$ cat src/design/fire_ram.sv
`default_nettype none

module fire_ram #(
    parameter int DATA_W = 8,
    parameter int DEPTH  = 256
) (
    input  wire logic                     clk,
    input  wire logic                     we,
    input  wire logic                     re,
    input  wire logic [$clog2(DEPTH)-1:0] addr,
    input  wire logic [DATA_W-1:0]        wdata,
    output logic      [DATA_W-1:0]        rdata
);

    logic [DATA_W-1:0] mem_reg [DEPTH];
    logic [DATA_W-1:0] rdata_reg;

    always_ff @(posedge clk)
    begin
        if (we)
        begin
            mem_reg[addr] <= wdata;
        end
        if (re)
        begin
            rdata_reg <= mem_reg[addr];
        end
    end

    assign rdata = rdata_reg;

endmodule

`default_nettype wire

$ cat config.mk
export PLATFORM = sky130hd
export DESIGN_NAME = fire_ram
export DESIGN_NICKNAME = d
export VERILOG_FILES = /design/src/design/fire_ram.sv
export SDC_FILE = /design/constraint.sdc
export NUM_CORES = 2
export LEC_CHECK = 0
export ABC_CLOCK_PERIOD_IN_PS = 3430
export BUFFER_PORTS_ARGS = -buffer_cell sky130_fd_sc_hd__buf_4
export CORE_MARGIN = 2
export CORE_UTILIZATION = 45
export DETAILED_ROUTE_END_ITERATION = 10
export HOLD_SLACK_MARGIN = 0.06
export PLACE_DENSITY_LB_ADDON = 0.15
export SETUP_SLACK_MARGIN = 0.5
export SYNTH_ARGS = -nofsm -noshare
export SYNTH_HDL_FRONTEND = slang
export SYNTH_SLANG_ARGS = --single-unit
export TNS_END_PERCENT = 5
$ cat constraint.sdc
create_clock -name clk -period 3.43 [get_ports clk]
set_clock_uncertainty 0.1 [all_clocks]
set_input_delay 0.343 -clock clk [delete_from_list [all_inputs] [get_ports clk]]
set_output_delay 0.343 -clock clk [all_outputs]
set_load 0.01 [all_outputs]
== Yosys cells after proc, flatten, opt, wreduce, memory -nomap -nowiden ==
Memory sizes are Yosys's and may differ from the RTL's. A register that Yosys moved wholly into a read port is not among the register bits.
Cells that the tools add are included.

* Memories: 1
* Input bits: 19
* Register bits: 0
* Output and inout bits: 8
* Latch bits: 0
* Bits in writable memories: 2048
* Memory bits (read-only): 0
* Word-level logic and storage cells: 3

{| class="wikitable"
|+ Memory list
! name !! words !! width !! rd ports !! clocked after Yosys merged registers in !! wr ports !! line !! source
|-
| mem_reg || 256 || 8 || 1 || 1 || 1 || 15 || <nowiki>logic [DATA_W-1:0] mem_reg [DEPTH];</nowiki>
|}

* Add/sub/neg operators: 0
* $mul: 0
* $lt $le $gt $ge: 0
* Multiplexer cells: 2
* Eq/ne operators: 0
* Shifts and indexed selects: 0
* Div/mod/pow operators: 0
* Bitwise logic cells: 0
* Reduce and logical (&&, ||, !) cells: 0

{| class="wikitable"
|+ Operator list
! cell !! count
|-
| 1-bit two-way mux || 2
|}

== Depth between registers and ports, before layout ==
* Depth in word-level cells: 2
* Gate-level depth with buffers: 10
* Gate-level depth less buffers: 5

== Least setup slack after synthesis ==
No wires, ideal clock.

* Kind: input-to-reg
* Start: input port addr[1]
* End: memory mem_reg[111][0], enable pin
* Path slack: 0.768 ns
* Arrival time: 2.192 ns
* Library setup time: 0.370 ns
* Buffers on the path: 5
* Data required time: 2.960 ns
* Stages on the path: 9
* Cells stage by stage: buf_2 clkbuf_1 clkbuf_1 nand2_1 buf_2 nor2_1 nand2_1 clkbuf_1 nor2_1

{| class="wikitable"
|+ RTL lines
! what !! line !! source
|-
| start, declared || 10 || <nowiki>input wire logic [$clog2(DEPTH)-1:0] addr,</nowiki>
|-
| end, declared || 15 ||
|}

No word-level cell before the write port.

==> flow_summary.ini <==
[final_layout]
utilization = 0.5283
largest_register_ffs = 2048
area_delta_synth_final_pct = 16.74
nets = 4066
drive_gt1_frac = 0.3130
final_cells = 6550

[logic_synthesis]
synth_cell_type_count = 21
ys.warnings.count = 0
syn_nets = 3566
synth-seq-cells = 2056
syn_inst = 3547
avgSynthCellArea_um2 = 22.15
synth_area_um2 = 78570
ys_seq_area_frac = 0.7858

[die]
io_pins = 27
num_rows = 153
start_util = 0.4525
fp.coreArea_um2 = 173600
die_x_um = 421.9
die_h_um = 421.9
die_area_um2 = 178000

[critical_path]
cp_num_cells = 9
crit_buf_inv = 4
critPathSlowestCell = o41ai_1
rr_startpoint = mem_reg[207][2]$_DFFE_PP_
critPathMostFrequentCell = buf_12
reg2reg_depth = 6
path_delay_family = compound AO/OA/AOI/OAI gates
cp_slowest_stage_delay_ps = 920
cp_max_fo = 13
reg2reg_to = rdata[2]$_DFFE_PP_
cp_data_required_time_ps = 3840
r2r_slack_ps = 470
critPathKind = input port to register
cp-end-kind = register
crit_path_start_kind = input port
crit_chain = buf_8 -> buf_12 -> buf_12 -> buf_4 -> mux4_2 -> a22oi_1 -> a21oi_1 -> o41ai_1 -> nand4_1
arrival_ps = 3370

[clock_network]
clk_path_buf_depth = 3
cts_root_buf = clkbuf_16
clkLatencyLatePin_ps = 830
clock_sinks = 2056
cts_buffers = 208
path_clk_slew_ps = 60
htreeDepth = 4
post_cts_buffers = 0
cts_tree = yes

[routing]
drt_iter0_drc = 4337
top_layer = met5
met1Wirelength_mm = 85.84
dr.pass1.iters = 5
num_vias = 38440
drtAntennaViolNets = 0
viasPerCell = 5.868
dr_wl_met3_mm = 11.96
drc = 0
routedWlPerCell_um = 30.35
route.met2.wl_mm = 97.05
wirelength_mm = 198.8

[global_route]
first_global_vias = 38850
grt_overflow_total = 0
grt_max_degree = 133
antenna_found_initial = 4
track_usage = 0.2235
grt_pass1_wl_mm = 285.6

[sta]
final.setup.tns_ps = 0
fin_crit_ps = 2961
rsz0062_at_grt = yes
slew_headroom = 0.3031
max_clock_freq_mhz = 337.7
tightest_slew_ps = 1042
setup_viol = 0
min_period_over_period = 0.8632
finalHoldViolCount = 0
slew_viol_final = 0

[hold_path]
worstHoldStart = we
whs_path_depth = 3
hold_path.class = input port to register
min_to = mem_reg[228][1]$_DFFE_PP_

[flow_run]
cap_violations = 0

[place]
gp_congestion = 0.8185
dp_hpwl_mm = 124.7
dp.cells = 6153
port_buffers = 26

[run_status]
status = finished clean

[pwr]
cellPowerDensity_nw_per_um2 = 562.9
p_leak_nw = 28.77
p_total_mw = 51.63
ir_drop_mv = 0.5420
-- worst reg2reg max path: stages, from the launching register on --
cell	delay, ps
edfxtp_1	360
mux4_2	490
a22oi_1	350
a21oi_1	240
o41ai_1	760
buf_4	260
nand4_1	80
-- synth_stat cells --
cell type / n / area (um2)
nor2_1: 232 / 870.8
mux4_2: 512 / 11530
o41ai_1: 32 / 280.3
edfxtp_1: 2056 / 61740
nand2b_1: 6 / 37.54
nor3_1: 30 / 150.1
nand3_1: 13 / 65.06
nand2_1: 28 / 105.1
inv_1: 1 / 3.750
buf_6: 16 / 180.2
a22oi_1: 256 / 1922
nand4_1: 8 / 50.05
buf_4: 16 / 120.1
or3_1: 1 / 6.260
or2_2: 2 / 12.51
and2_1: 3 / 18.77
buf_1: 19 / 71.32
a21oi_1: 128 / 640.6
buf_2: 36 / 180.2
clkbuf_1: 145 / 544.3
nor2b_1: 7 / 43.79
-- power breakdown --
part	internal, mW	switching, mW	total (mW)
logic	0.960	1.59	2.55
clock network	12.0	9.33	21.3
registers	27.7	0.0279	27.7
-- what timing repair did --
action                                  4_1_cts  5_1_grt
endpoints found under the setup margin        4        5
hold endpoints to repair                    523        0
hold buffers                                  9        0
gates resized for setup                       3        1
-- per-stage QoR --
| stage | setup WS, ps | hold slack, ps | cell area, um2 |
|---|---|---|---|
| 2_1_floorplan | 768.3 | 341.9 | 78570 |
| 3_3_place_gp | -609.2 | 534.0 | 85200 |
| 3_5_place_dp | -597.3 | 533.2 | 85200 |
| 4_1_cts | 270.9 | 105.5 | 91720 |
| 5_1_grt | 365.0 | 146.4 | 91730 |
| 6_report | 469.1 | 165.9 | 91730 |
-- placed cells by master (no fill, tap or decap), types with 48 or more instances in the layout --
| cell | count |
|---|---|
| clkinv_1 | 61 |
| nor2_1 | 231 |
| buf_4 | 437 |
| edfxtp_1 | 2056 |
| a21oi_1 | 128 |
| a22oi_1 | 256 |
| clkbuf_1 | 48 |
| clkbuf_16 | 211 |
| mux4_2 | 512 |
| buf_12 | 66 |
-- cell families (layout without fill, tap and decap cells) --
kind of cell | Yosys count | in the layout | synth area share
buffers and inverters | 233 | 910 | 0.01400
other | 0 | 1 | 0
and+or+nand+nor | 330 | 330 | 0.01731
muxes | 512 | 512 | 0.1468
AOI/OAI and AO/OA | 416 | 416 | 0.03618
DFF | 2056 | 2056 | 0.7858
-- per-layer routing --
metal / GRT usage / up-vias
li1: - / 16120
met1: 0.3258 / 20800
met2: 0.3591 / 1282
met3: 0.03431 / 237
met4: 0.05012 / 2
met5: 0 / -
-- layout make-up --
class / count / area [um2]
Fill cell: 13540 / 81900
Sequential cell: 2056 / 61740
Multi-Input combinational cell: 1258 / 15830
Clock buffer: 259 / 5460
Timing Repair Buffer: 522 / 4842
Tap cell: 2325 / 2909
Clock inverter: 128 / 942.2
Inverter: 1 / 3.754
Antenna cell: 1 / 2.502
-- how the worst max path moves through the flow --
stage                                         start                         to  slack, ps
after floorplan                             addr[1]  mem_reg[111][0]$_DFFE_PP_        770
after detailed placement                    addr[0]         rdata[0]$_DFFE_PP_       -600
after global routing      mem_reg[104][1]$_DFFE_PP_         rdata[1]$_DFFE_PP_        360
after global placement                      addr[0]         rdata[5]$_DFFE_PP_       -610
final                                       addr[0]         rdata[2]$_DFFE_PP_        470
after CTS                 mem_reg[204][5]$_DFFE_PP_         rdata[5]$_DFFE_PP_        270
No activity file was read; power rests on OpenSTA's default activity.
